--- src/hw/rtl/psq_pkg.sv ---
`default_nettype none
package psq_pkg;

    localparam int SLOTS_DEF   = 16;
    localparam int MAX_LEN_DEF = 64;
    localparam int FIFO_DEPTH  = 2;

    // Request codes.
    typedef enum logic [1:0] {
        REQ_ENQ   = 2'd0,
        REQ_DEQ   = 2'd1,
        REQ_PEEK  = 2'd2,
        REQ_CLEAR = 2'd3
    } t_req;

    // Status codes.
    localparam logic [1:0] ST_OK        = 2'd0;
    localparam logic [1:0] ST_FULL      = 2'd1;
    localparam logic [1:0] ST_NOT_FOUND = 2'd2;
    localparam logic [1:0] ST_TRUNC     = 2'd3;

    typedef struct packed {
        logic [1:0] req_type;
        logic [7:0] data_byte;
        logic       last_byte;
        logic [3:0] position;
        logic       return_data;
    } t_in_word;

    typedef struct packed {
        logic [1:0]  status;
        logic [3:0]  slot;
        logic [6:0]  length;
        logic [7:0]  out_byte;
        logic        last_result;
        logic [4:0]  entries_queued;
        logic [31:0] total_queued;
    } t_out_word;

endpackage
`default_nettype wire

--- src/hw/rtl/psq_fifo.sv ---
`default_nettype none
// Small queue that decouples the front end from the back end.
module psq_fifo
    import psq_pkg::*;
(
    input  wire logic     i_clk,
    input  wire logic     i_rst_n,
    input  wire logic     i_valid,
    output logic          o_ready,
    input  wire t_in_word i_data,
    output logic          o_valid,
    input  wire logic     i_ready,
    output t_in_word      o_data
);

    t_in_word   r_mem [FIFO_DEPTH];
    logic       r_wp, r_rp;
    logic [1:0] r_cnt;
    logic       w_push, w_pop;

    assign o_ready = (r_cnt != 2'(FIFO_DEPTH));
    assign o_valid = (r_cnt != 2'd0);
    assign o_data  = r_mem[r_rp];
    assign w_push  = i_valid && o_ready;
    assign w_pop   = o_valid && i_ready;

    // Pointers and fill count.
    always_ff @(posedge i_clk) begin
        if (!i_rst_n) begin
            r_wp  <= 1'b0;
            r_rp  <= 1'b0;
            r_cnt <= 2'd0;
        end else begin
            if (w_push) r_wp <= ~r_wp;
            if (w_pop) r_rp <= ~r_rp;
            r_cnt <= r_cnt + 2'(w_push) - 2'(w_pop);
        end
    end

    // Storage needs no reset.
    always_ff @(posedge i_clk) begin
        if (w_push) r_mem[r_wp] <= i_data;
    end

endmodule
`default_nettype wire

--- config.mk ---
export PLATFORM = sky130hd
export DESIGN_NAME = psq_fifo
export DESIGN_NICKNAME = d
export VERILOG_FILES = /design/src/hw/rtl/psq_pkg.sv /design/src/hw/rtl/psq_fifo.sv
export SDC_FILE = /design/constraint.sdc
export NUM_CORES = 1
export LEC_CHECK = 0
export BUFFER_PORTS_ARGS = -buffer_cell sky130_fd_sc_hd__buf_2
export CAP_MARGIN = 20
export CELL_PAD_IN_SITES_DETAIL_PLACEMENT = 0
export CELL_PAD_IN_SITES_GLOBAL_PLACEMENT = 1
export CORE_UTILIZATION = 42
export DETAILED_ROUTE_END_ITERATION = 12
export GPL_ROUTABILITY_DRIVEN = 0
export PLACE_DENSITY_LB_ADDON = 0.1
export SLEW_MARGIN = 40
export SYNTH_ARGS = -nofsm -noshare
export SYNTH_HDL_FRONTEND = slang
export SYNTH_SLANG_ARGS = --single-unit
--- constraint.sdc ---
create_clock -name i_clk -period 2.1 [get_ports i_clk]
set_clock_uncertainty 0.2 [all_clocks]
set_input_delay 0.21 -clock i_clk [delete_from_list [all_inputs] [get_ports i_clk]]
set_output_delay 0.21 -clock i_clk [all_outputs]
set_load 0.01 [all_outputs]
# [Word level (Yosys, flattened, before mapping)]
# Memories as Yosys holds them, arrays and structs flattened. A register that Yosys moved wholly into a read port is not among the register bits.
# Cells that the tools add are included.
[word_totals] regBits=4 latch_bits=0 mem_bits_rw=32 rom_bits=0 inputBits=20 output_inout_bits=18 wordCells=16 n_memories=1
[mem_list] name="r_mem" depth=2 width=16 read_ports=1 rd_clocked_by_memory_dff=1 write_ports=1 line="psq_fifo.sv:16" rtl="t_in_word r_mem [FIFO_DEPTH];"
[op_classes] n_addsub=2 multipliers=0 div=0 n_lt_le_gt_ge=0 n_eq_ne=1 n_shift=0 mux=4 bitwise_logic=2 reduce_logical=3
[ops] operator="$mux 1" n=4
[ops] operator="$add 2x1->2" n=1
[ops] operator="$logic_and 1x1->1" n=2
[ops] operator="$ne 2x2->1 const B" n=1
[ops] operator="$not 1->1" n=2
[ops] operator="$reduce_bool 2->1" n=1
[ops] operator="$sub 2x1->2" n=1

# [Depth between registers and ports, before layout]
# Gate-level depths: netlist of the first run.
[logic_depth] word_depth=4 depth_mapped=8 mapped_depth_nobuf=8

# [Worst setup path after synthesis of the first run]
# OpenSTA, ideal clock, no wires.
[synth_timing] path_type="reg-to-reg" start="register r_cnt[0]" end="memory r_mem[0][0] (netlist name) (enable)" setup_ps=388 t_arrival_ps=1351 t_required_ps=1512 setup_slack_ps=161 path_stages_with_launch=4 path_buffers=0 synth_period_minus_slack_ps=1939 path_cell_list="dfxtp_1 nand2b_1 nand2_1 nor2_1"
[synth_between] elab_chain_cells=4
[synth_rtl] element="start, declared" line="psq_fifo.sv:18" rtl="logic [1:0] r_cnt;"
[synth_rtl] element="start signal, assigned" line="psq_fifo.sv:36" rtl="r_cnt <= r_cnt + 2'(w_push) - 2'(w_pop);"
[synth_rtl] element="$ne 2x2->1" line="psq_fifo.sv:21" rtl="assign o_ready = (r_cnt != 2'(FIFO_DEPTH));"
[synth_rtl] element="via o_ready" line="psq_fifo.sv:9" rtl="output logic o_ready,"
[synth_rtl] element="$logic_and 1x1->1" line="psq_fifo.sv:24" rtl="assign w_push = i_valid && o_ready;"
[synth_rtl] element="$mux 1" line="psq_fifo.sv:42" rtl="if (w_push) r_mem[r_wp] <= i_data;"
[synth_rtl] element="$mux 1 (implied by the code)" line="psq_fifo.sv:42"
[synth_rtl] element="end, declared" line="psq_fifo.sv:16"
# The timed path passes the listed nets, and every way through them passes these cells.

==> implementation parameters, run 1 <==
Parameter                              Value

Run status
  Status ... complete, no violations

Detailed routing
  Number of optimization iterations in the first detailed-route pass ... 2
  Average vias per placed instance ... between 4 and 5
  DRC violation total after the first TritonRoute iteration ... 19
  Routed wirelength normalized by instance count ... 12.1 um
  WL final ... 2.20 mm
  Post-detailed-route DRC marker count ... 0
  Via count ... 808
  Post-route antenna net violation count ... 0

Timing
  Number of failing setup endpoints in the final timing report ... 0
  Final hold violations ... 0
  Maximum frequency from static timing analysis ... just over 500 MHz
  Setup slack after layout ... 158 ps
  Hold_ws ... 99.3 ps
  Setup repair after global routing missed its margin ... false
  Final max-slew violation count ... 0
  Rel. slew slack ... 0.751
  Transition time at the pin with the least slew margin ... 374 ps
  Fraction of the cycle the final worst path needs ... 0.925
  Tmin final ... 1940 ps
  TNS Setup ... 0 ps

Global route
  Largest net degree at the start of global routing ... 17
  Number of global-route vias before repair ... 795
  All-layer global routing usage ... 0.136
  GRT overflow ... 0
  Antenna violations before repair ... 0
  Wire length of the first global-routing pass ... ~3.4 mm

Pwr
  Int Pwr ... 1.40 mW
  Overall power ... about 1.9 mW
  Max IR drop VDD ... 0.000686 V
  Clock power share ... 0.176
  Proportion of power drawn by flip-flops and latches ... 0.509
  Static power due to leakage ... 0.767 nW
  Switching power total ... 533 uW
  Switch share ... 0.275
  Power per cell area ... 1010 nW/um^2
  Part of the power in combinational logic ... 0.314

Yosys
  Post-synthesis sequential area ratio ... 0.734
  Number of different library cells in the post-synthesis netlist ... 18
  Area share of the leading cell type in the synthesized netlist ... 0.665
  Post-Synthesis Net Count ... 96
  Post-synthesis instance total ... 74
  Count of warnings emitted by yosys ... 0
  Synth area leader ... sky130_fd_sc_hd__edfxtp_1
  Cell area after synthesis ... between 1000 and 1500 um^2
  FF+latch count, synth ... 37
  Synthesized area divided by synthesized cell count ... 19.5 um^2
  Ranking of synthesized cells by area ... sky130_fd_sc_hd__edfxtp_1 (66%), sky130_fd_sc_hd__mux2_4 (10%), sky130_fd_sc_hd__dfxtp_1 (6.9%), sky130_fd_sc_hd__mux2_2 (4.7%), sky130_fd_sc_hd__xnor2_1 (1.8%)

Layout
  Number of fill cells in the layout ... between 200 and 300
  Sequential standard cell area ... 1060 um^2
  Ant. Diodes ... 0
  Final instance count without filler cells ... 182
  Multi-input logic area ... ~350 um^2
  Area growth syn-to-layout ... 32.7%
  Post-route core utilization ... 0.608
  Net count reported at finish ... roughly 160
  Cell area after layout ... 1920 um^2
  Share of final-layout standard cells stronger than drive strength 1 ... 0.457

Job
  Number of max-capacitance violations reported ... 0

Critical path
  Maximum fanout along the worst path ... 10
  CP startpoint kind ... flop
  Endpoint kind of the worst setup timing path ... primary output
  Kind of critical path ... flop to primary output
  Data arrival time of the critical path ... 1530 ps
  Required time worst endpoint ... roughly 1700 ps

CTS
  TritonCTS clock tree ... yes
  Clock latency of the later-clocked register in the worst-skew pair ... 330 ps
  Maximum count of clock buffers along a single path ... 2
  CTS HTree Levels ... 2
  Root Buffer ... sky130_fd_sc_hd__clkbuf_4
  Clock-pin slew on the worst setup and hold paths ... about 100 ps
  Number of clock buffers inserted by TritonCTS ... 5
  Clock sink count ... 37
  Setup Buffers After CTS ... 0

Floorplan
  Row count ... 20
  Number of primary I/O pins ... 38
  Chip height ... roughly 61 um
  Initial Util ... 0.458
  Std-Cell Core Area ... 3150 um^2
  Area of the die ... 3680 um^2
  Die Width ... 60.7 um

Place
  Worst setup slack after placement ... 263 ps
  Total cell area at the placement stage ... 1690 um^2
  Number of buffer cells added on primary ports ... 37
  Number of instances in the placed design ... about 160

Min path
  Type of the tightest min-delay check ... input pin to flop
[cell families (layout without fill, tap and decap cells)]
kind of cell,Yosys count,in the layout,synth area share
AO/OA/AOI/OAI,1,1,0.00606
XOR/XNOR,3,3,0.0182
adder cells (fa/ha/maj),2,2,0.0173
buffers and inverters,3,67,0.0242
flip-flops,37,37,0.734
multiplexers,17,17,0.158
AND/OR/NAND/NOR,11,11,0.0424
[cells in the final DEF (no fill, tap or decap), drive strengths merged]
cell,synthesis,final
dfxtp,5,5
clkbuf,0,7
nand2,2,2
buf,2,40
nor2,1,1
ha,2,2
and2,2,2
nor2b,2,2
inv,1,1
and3,1,1
xnor2,3,3
dlygate4sd3,0,18
o21a,1,1
mux2,16,16
mux2i,1,1
or2,1,1
edfxtp,32,32
nand2b,2,2
clkinv,0,1
[final timing paths]
kind | end | slack, ps | from | cells after the start
setup / recovery | o_data[9] | 160 | flop | 3
hold / removal | flop | 100 | i_ready | 4
setup reg to reg | r_cnt[1] | 220 | r_cnt[0] | 8
hold reg to reg | r_wp | 300 | r_wp | 2
[Yosys cell counts, drive strengths merged]
| cell type | instances |
|---|---|
| and2 | 2 |
| and3 | 1 |
| buf | 2 |
| dfxtp | 5 |
| edfxtp | 32 |
| ha | 2 |
| inv | 1 |
| mux2 | 16 |
| mux2i | 1 |
| nand2 | 2 |
| nand2b | 2 |
| nor2 | 1 |
| nor2b | 2 |
| o21a | 1 |
| or2 | 1 |
| xnor2 | 3 |
[layer usage]
layer | vias to the layer above | routed length, um | track usage
met5 | - | 0 | 0
met4 | 0 | 37 | 0.0682
met3 | 6 | 125 | 0.0640
met2 | 25 | 1060 | 0.228
met1 | 376 | 974 | 0.144
li1 | 401 | - | -
[worst max-delay path: stages (launching register included)]
cell	delay, ps
sky130_fd_sc_hd__dfxtp_1	560
sky130_fd_sc_hd__buf_12	200
sky130_fd_sc_hd__mux2_4	300
sky130_fd_sc_hd__buf_2	140
[area by class of cell]
type                    count  area share
clock buffers               7      0.0235
clock inverters             1     0.00196
inverters                   1     0.00196
multi-input cells          34       0.182
flip-flops and latches     37       0.553
well taps                  44      0.0287
repair buffers             58       0.209
[flip-flops by register name, indices dropped and copies added (netlist names), named ones only]
signal	cells
r_mem	32
r_cnt	2
r_rp	1
r_wp	1
[power groups by stage]
stage	registers (mW)	clock network, mW	logic (mW)
CTS	0.988	0.356	0.617
finish	0.986	0.341	0.608
floorplan	0.977	0	0.442
detailed placement	1.00	0	0.590
global route	0.999	0.383	0.666
global placement	0.998	0	0.585
[what timing repair did]
item / in CTS / in global routing
hold buffers: 18 / 0
endpoints found under the setup margin: 0 / 0
hold endpoints to repair: 37 / 0
gates resized for setup: 0 / 0
No activity file was read; power rests on OpenSTA's default activity.
==> run 2, diff against run 1 <==
GPL_TIMING_DRIVEN = 0   (was not set)
==> run 2 against run 1 <==
  * Critical path type is now flop to flop
  * Sequential power decreased by 2%
  * Sequential share of layout area down 1.3 points
  * Cell count shrank 1.1%
  * Clock-buffer cell count is 2 lower
  * Critical endpoint is now r_cnt[1]
  * Design area is 2.5% higher
  * Clock power increased by 74%
  * Combinational power is 3% higher
  * Fmax rose by 3.6%
==> implementation parameters, run 2 (synthesis results as in run 1) <==
Parameter                              Value

Pwr
  Switch share ... 0.248 (was 0.275)
  Proportion of power drawn by flip-flops and latches ... 0.443 (was 0.509)
  Int Pwr ... 1.65 mW (was 1.40 mW)
  Power per cell area ... 1110 nW/um^2 (was 1010 nW/um^2)
  Part of the power in combinational logic ... 0.286 (was 0.314)
  Max IR drop VDD ... 0.000819 V (was 0.000686 V)
  Overall power ... 2.19 mW (was 1.94 mW)
  Static power due to leakage ... 0.787 nW (was 0.767 nW)
  Clock power share ... 0.271 (was 0.176)
  Switching power total ... 542 uW (was 533 uW)

CTS
  Cts-stage hold buffer count ... 17 (was 18)
  CTS HTree Levels ... 2 (unchanged)
  Root Buffer ... sky130_fd_sc_hd__clkbuf_4 (unchanged)
  Number of clock buffers inserted by TritonCTS ... 5 (unchanged)
  CTS-repair resized insts ... 0 (unchanged)
  Maximum count of clock buffers along a single path ... 2 (unchanged)
  Clock latency of the later-clocked register in the worst-skew pair ... 330 ps (about the same)
  Clock sink count ... 37 (unchanged)
  TritonCTS clock tree ... yes (unchanged)
  Clock-pin slew on the worst setup and hold paths ... 110 ps (was 100 ps)
  Setup Buffers After CTS ... 0 (unchanged)

Timing
  Setup repair after global routing missed its margin ... false (unchanged)
  Setup slack after layout ... 225 ps (was 158 ps)
  Final hold violations ... 0 (unchanged)
  TNS Setup ... 0 ps (unchanged)
  Tmin final ... 1870 ps (was 1940 ps)
  Transition time at the pin with the least slew margin ... 737 ps (was 374 ps)
  Maximum frequency from static timing analysis ... 533 MHz (was 515 MHz)
  Rel. slew slack ... 0.509 (was 0.751)
  Fraction of the cycle the final worst path needs ... 0.893 (was 0.925)
  Number of failing setup endpoints in the final timing report ... 0 (unchanged)
  Final max-slew violation count ... 0 (unchanged)

Place
  Number of buffer cells added on primary ports ... 37 (unchanged)
  Worst setup slack after placement ... 198 ps (was 263 ps)
  Number of instances in the placed design ... 155 (was 156)

Detailed routing
  Number of optimization iterations in the first detailed-route pass ... 3 (was 2)
  Via count ... 820 (was 808)
  DRC violation total after the first TritonRoute iteration ... 20 (was 19)
  Average vias per placed instance ... 4.56 (was 4.44)
  Routed wirelength normalized by instance count ... 11.9 um (was 12.1 um)
  WL final ... 2.14 mm (was 2.20 mm)
  Post-route antenna net violation count ... 0 (unchanged)
  Post-detailed-route DRC marker count ... 0 (unchanged)

Min path
  Type of the tightest min-delay check ... input pin to flop (unchanged)
  Worst min-delay path endpoint ... r_wp
  Cells on Worst Hold Path ... 3 (was 4)
  Startpoint of the most critical hold path ... i_valid (was i_ready)

Critical path
  Critical path cell sequence ... nand2b_1 -> nand2_1 -> ha_1 -> inv_1 -> ha_1 -> xnor2_1 -> xnor2_1 -> and2_1 (was buf_12 -> mux2_4 -> buf_2)
  Kind of critical path ... flop to flop (was flop to primary output)
  Required time worst endpoint ... 2140 ps (was 1690 ps)
  Number of cells on the worst reg-to-reg path ... 8 (unchanged)
  Launching point of the worst reg2reg path ... r_cnt[0] (unchanged)
  Highest-delay cell along the critical path ... sky130_fd_sc_hd__dfxtp_1 (unchanged)
  Data arrival time of the critical path ... 1920 ps (was 1530 ps)
  Worst R2R Setup Slack ... 230 ps (was 220 ps)
  R2R Path End ... r_cnt[1] (unchanged)
  Category of cells accounting for the largest share of critical-path delay ... adder cells (was flip-flops)
  Endpoint kind of the worst setup timing path ... flop (was primary output)
  Maximum fanout along the worst path ... 4 (was 10)
  CP startpoint kind ... flop (unchanged)
  Worst path bufs/invs ... 1 (was 2)
  Max incr delay on CP ... 370 ps (was 560 ps)

Global route
  Antenna violations before repair ... 0 (unchanged)
  GRT overflow ... 0 (unchanged)
  Largest net degree at the start of global routing ... 17 (unchanged)
  Number of global-route vias before repair ... 794 (was 795)
  All-layer global routing usage ... 0.135 (was 0.136)
  Wire length of the first global-routing pass ... 3.31 mm (was 3.35 mm)

Layout
  Ant. Diodes ... 0 (unchanged)
  Registers with the highest flip-flop counts ... r_mem: 32 flops, r_cnt: 2 flops (unchanged)
  Most flops, register ... r_mem (unchanged)
  Net count reported at finish ... 157 (was 159)
  Area growth syn-to-layout ... 36.0% (was 32.7%)
  Most frequent standard cell in the layout excluding fill and tap cells ... sky130_fd_sc_hd__buf_2 (unchanged)
  Final instance count without filler cells ... 180 (was 182)
  Share of final-layout standard cells stronger than drive strength 1 ... 0.485 (was 0.457)
  Flip-flop count of the largest register, all copies and words added ... 32 (unchanged)
  Highest-count cells in the layout ignoring fill and taps ... sky130_fd_sc_hd__buf_2 (37), sky130_fd_sc_hd__edfxtp_1 (32), sky130_fd_sc_hd__dlygate4sd3_1 (17) (was sky130_fd_sc_hd__buf_2 (37), sky130_fd_sc_hd__edfxtp_1 (32), sky130_fd_sc_hd__dlygate4sd3_1 (18))

Floorplan
  Area of the die ... 3680 um^2 (unchanged)
  Die Width ... 60.7 um (unchanged)
  Chip height ... 60.7 um (unchanged)
  Row count ... 20 (unchanged)
  Std-Cell Core Area ... 3150 um^2 (unchanged)
  Number of primary I/O pins ... 38 (unchanged)
  Initial Util ... 0.458 (unchanged)

Job
  Number of max-capacitance violations reported ... 0 (unchanged)

Run status
  Status ... complete, no violations (unchanged)
## run 2: cell count changes in the layout (fill, tap and decap cells not counted), sizes merged
cell / delta
bufinv: +2
dlygate4sd3: -1
clkbuf: -2
buf: -1
## run 2: final cells by class
class / count / area (um^2)
repair buffers: 54 / 355
plain buffers: 2 / 31.3
well taps: 44 / 55.1
fillers: 261 / 1190
clock buffers: 5 / 37.5
inverters: 1 / 3.75
multi-input cells: 34 / 357
flip-flops and latches: 37 / 1060
clock inverters: 3 / 65.1
## run 2: worst max path at each step
stage / from / end / slack (ps) / cells past startpoint
after detailed placement: r_cnt[0] / r_mem[0][6] / 200 / 3
after global routing: r_cnt[0] / r_cnt[1] / 110 / 8
final: r_cnt[0] / r_cnt[1] / 230 / 8
after CTS: r_cnt[0] / r_mem[0][6] / 170 / 3
after floorplan: r_cnt[0] / r_mem[0][0] / 160 / 3
after global placement: r_cnt[0] / r_mem[0][6] / -190 / 3
## run 2: power groups by stage
stage	combinational (mW)	sequential, mW	clock, mW
floorplan	0.442	0.977	0
global placement	0.602	0.983	0
detailed placement	0.610	0.989	0
CTS	0.636	0.971	0.609
global route	0.693	0.982	0.636
finish	0.626	0.970	0.592
## run 2: routing by layer
| metal | global-route usage | vias to the layer above | wire (um) |
|---|---|---|---|
| met5 | 0 | - | 0 |
| met4 | 0.0584 | 0 | 40 |
| met3 | 0.0640 | 7 | 110 |
| met2 | 0.234 | 25 | 1100 |
| met1 | 0.139 | 389 | 882 |
| li1 | - | 399 | - |
## run 2: worst min-delay path: cells and delay by family
family        cells  cell delay (ps)
buf+inv           1               80
mux               1              150
simple gates      1              110
## run 2: metrics by stage
step / utilization / area [um^2] / hold WS (ps)
finish: 0.623 / 1970 / 57.3
global route: 0.623 / 1970 / 73.9
CTS: 0.622 / 1960 / 5.61
detailed placement: 0.535 / 1690 / 201
global placement: 0.535 / 1690 / 198
floorplan: - / 1450 / 109
==> run 3, diff against run 2 <==
CELL_PAD_IN_SITES_DETAIL_PLACEMENT = 1   (was 0)
CELL_PAD_IN_SITES_GLOBAL_PLACEMENT = 2   (was 1)
CORE_UTILIZATION = 36   (was 42)
==> run 3 against run 2 <==
  * Clock-buffer cell count up 2
  * First-iteration DRC count down 15%
  * Critical path depth unchanged
  * Sequential share of layout area up 0.70 points
  * Critical endpoint unchanged
==> implementation parameters, run 3 (synthesis results as in run 1) <==
Parameter                              Value

Layout
  Ant. Diodes ... 0 (unchanged)
  Most frequent standard cell in the layout excluding fill and tap cells ... sky130_fd_sc_hd__buf_2 (unchanged)
  Net count reported at finish ... 156 (was 157)
  Registers with the highest flip-flop counts ... r_mem: 32 flops, r_cnt: 2 flops (unchanged)
  Share of final-layout standard cells stronger than drive strength 1 ... 0.481 (was 0.485)
  Flip-flop count of the largest register, all copies and words added ... 32 (unchanged)
  Post-route core utilization ... 0.518 (was 0.623)
  Final instance count without filler cells ... 183 (was 180)
  Most flops, register ... r_mem (unchanged)
  Highest-count cells in the layout ignoring fill and taps ... sky130_fd_sc_hd__buf_2 (37), sky130_fd_sc_hd__edfxtp_1 (32), sky130_fd_sc_hd__dlygate4sd3_1 (16) (was sky130_fd_sc_hd__buf_2 (37), sky130_fd_sc_hd__edfxtp_1 (32), sky130_fd_sc_hd__dlygate4sd3_1 (17))
  Area growth syn-to-layout ... 34.3% (was 36.0%)

CTS
  Clock sink count ... 37 (unchanged)
  Number of clock buffers inserted by TritonCTS ... 5 (unchanged)
  Maximum count of clock buffers along a single path ... 2 (unchanged)
  Clock latency of the later-clocked register in the worst-skew pair ... 280 ps (was 330 ps)
  Setup Buffers After CTS ... 0 (unchanged)
  TritonCTS clock tree ... yes (unchanged)
  Clock-pin slew on the worst setup and hold paths ... 70 ps (was 110 ps)
  Root Buffer ... sky130_fd_sc_hd__clkbuf_8 (was sky130_fd_sc_hd__clkbuf_4)
  Cts-stage hold buffer count ... 16 (was 17)
  CTS-repair resized insts ... 0 (unchanged)
  CTS HTree Levels ... 2 (unchanged)

Global route
  Wire length of the first global-routing pass ... 3.85 mm (was 3.31 mm)
  Number of global-route vias before repair ... 860 (was 794)
  Largest net degree at the start of global routing ... 17 (unchanged)
  All-layer global routing usage ... 0.132 (was 0.135)
  Antenna violations before repair ... 0 (unchanged)
  GRT overflow ... 0 (unchanged)

Critical path
  Maximum fanout along the worst path ... 4 (unchanged)
  Launching point of the worst reg2reg path ... r_cnt[0] (unchanged)
  Max incr delay on CP ... 360 ps (was 370 ps)
  R2R Path End ... r_cnt[1] (unchanged)
  Endpoint kind of the worst setup timing path ... flop (unchanged)
  Worst R2R Setup Slack ... 200 ps (was 230 ps)
  CP startpoint kind ... flop (unchanged)
  Data arrival time of the critical path ... 1880 ps (was 1920 ps)
  Number of cells on the worst reg-to-reg path ... 8 (unchanged)
  Required time worst endpoint ... 2080 ps (was 2140 ps)
  Kind of critical path ... flop to flop (unchanged)
  Highest-delay cell along the critical path ... sky130_fd_sc_hd__dfxtp_1 (unchanged)
  Critical path cell sequence ... nand2b_1 -> nand2_1 -> ha_1 -> inv_1 -> ha_1 -> xnor2_1 -> xnor2_1 -> and2_1 (unchanged)

Min path
  Cells on Worst Hold Path ... 2 (was 3)
  Type of the tightest min-delay check ... input pin to flop (unchanged)
  Startpoint of the most critical hold path ... i_rst_n (was i_valid)
  Worst min-delay path endpoint ... r_cnt[1] (was r_wp)

Detailed routing
  Via count ... 807 (was 820)
  DRC violation total after the first TritonRoute iteration ... 17 (was 20)
  Routed wirelength normalized by instance count ... 13.4 um (was 11.9 um)
  Post-route antenna net violation count ... 0 (unchanged)
  WL final ... 2.45 mm (was 2.14 mm)
  Average vias per placed instance ... 4.41 (was 4.56)
  Number of optimization iterations in the first detailed-route pass ... 4 (was 3)
  Post-detailed-route DRC marker count ... 0 (unchanged)

Floorplan
  Area of the die ... 4270 um^2 (was 3680 um^2)
  Row count ... 22 (was 20)
  Number of primary I/O pins ... 38 (unchanged)
  Std-Cell Core Area ... 3740 um^2 (was 3150 um^2)
  Die Width ... 65.4 um (was 60.7 um)
  Chip height ... 65.4 um (was 60.7 um)
  Initial Util ... 0.386 (was 0.458)

Pwr
  Power per cell area ... 1070 nW/um^2 (was 1110 nW/um^2)
  Static power due to leakage ... 0.770 nW (was 0.787 nW)
  Max IR drop VDD ... 0.000431 V (was 0.000819 V)
  Overall power ... 2.07 mW (was 2.19 mW)

Timing
  Final max-slew violation count ... 0 (unchanged)
  Final hold violations ... 0 (unchanged)
  Setup repair after global routing missed its margin ... false (unchanged)
  Rel. slew slack ... 0.674 (was 0.509)
  Fraction of the cycle the final worst path needs ... 0.907 (was 0.893)
  Transition time at the pin with the least slew margin ... 488 ps (was 737 ps)
  Tmin final ... 1900 ps (was 1870 ps)
  Maximum frequency from static timing analysis ... 525 MHz (was 533 MHz)
  Setup slack after layout ... 195 ps (was 225 ps)
  Number of failing setup endpoints in the final timing report ... 0 (unchanged)

Place
  Worst setup slack after placement ... 162 ps (was 198 ps)
  Number of buffer cells added on primary ports ... 37 (unchanged)
  HPWL after detailed placement ... 1.63 mm
  Number of instances in the placed design ... 159 (was 155)

Run status
  Status ... complete, no violations (unchanged)

Job
  Number of max-capacitance violations reported ... 0 (unchanged)
run 3: changes by cell type in the layout (fill, tap and decap cells not counted), sizes merged:
cell / change
bufinv: -2
clkbuf: +2
dlygate4sd3: -1
run 3: area by class of cell:
type,count,area [um^2]
fillers,385,1800
flip-flops and latches,37,1060
multi-input cells,34,358
repair buffers,53,345
clock buffers,7,76.3
well taps,48,60.1
plain buffers,2,31.3
clock inverters,1,5.00
inverters,1,3.75
run 3: worst max-delay path by stage:
stage | to | slack (ps) | start | cells past startpoint
global route | r_cnt[1] | 50 | r_cnt[0] | 8
floorplan | r_mem[0][0] | 160 | r_cnt[0] | 3
CTS | r_cnt[1] | 150 | r_cnt[0] | 8
finish | r_cnt[1] | 200 | r_cnt[0] | 8
detailed placement | r_cnt[1] | 160 | r_cnt[0] | 8
global placement | r_mem[0][10] | -240 | r_cnt[0] | 3
run 3: critical path, delay by kind of cell (launching register included):
family                   cells  cell delay [ps]
flip-flops                   1              360
AND/OR/NAND/NOR              3              450
buffers and inverters        1               40
XOR/XNOR                     2              280
adder cells (fa/ha/maj)      2              490
run 3: metrics by stage:
step                      cell area (um^2)  TNS [ps]  hold WS, ps
after floorplan                       1450         0          109
after global placement                1690     -3900          197
after detailed placement              1700         0          203
after CTS                             1940         0         11.3
after global routing                  1940         0         24.4
final                                 1940         0         14.6
run 3: routing by layer:
metal  global-route usage  share of wire
met5                    0              0
met4               0.0571         0.0082
met3               0.0538          0.051
met2                0.247           0.56
met1                0.122           0.38
run 3: power by group:
| part | total (mW) | switching, mW | leakage [nW] | internal (mW) |
|---|---|---|---|---|
| Combinational | 0.636 | 0.286 | 0.387 | 0.350 |
| Sequential | 0.974 | 0.0438 | 0.340 | 0.930 |
| Clock | 0.458 | 0.225 | 0.0422 | 0.233 |
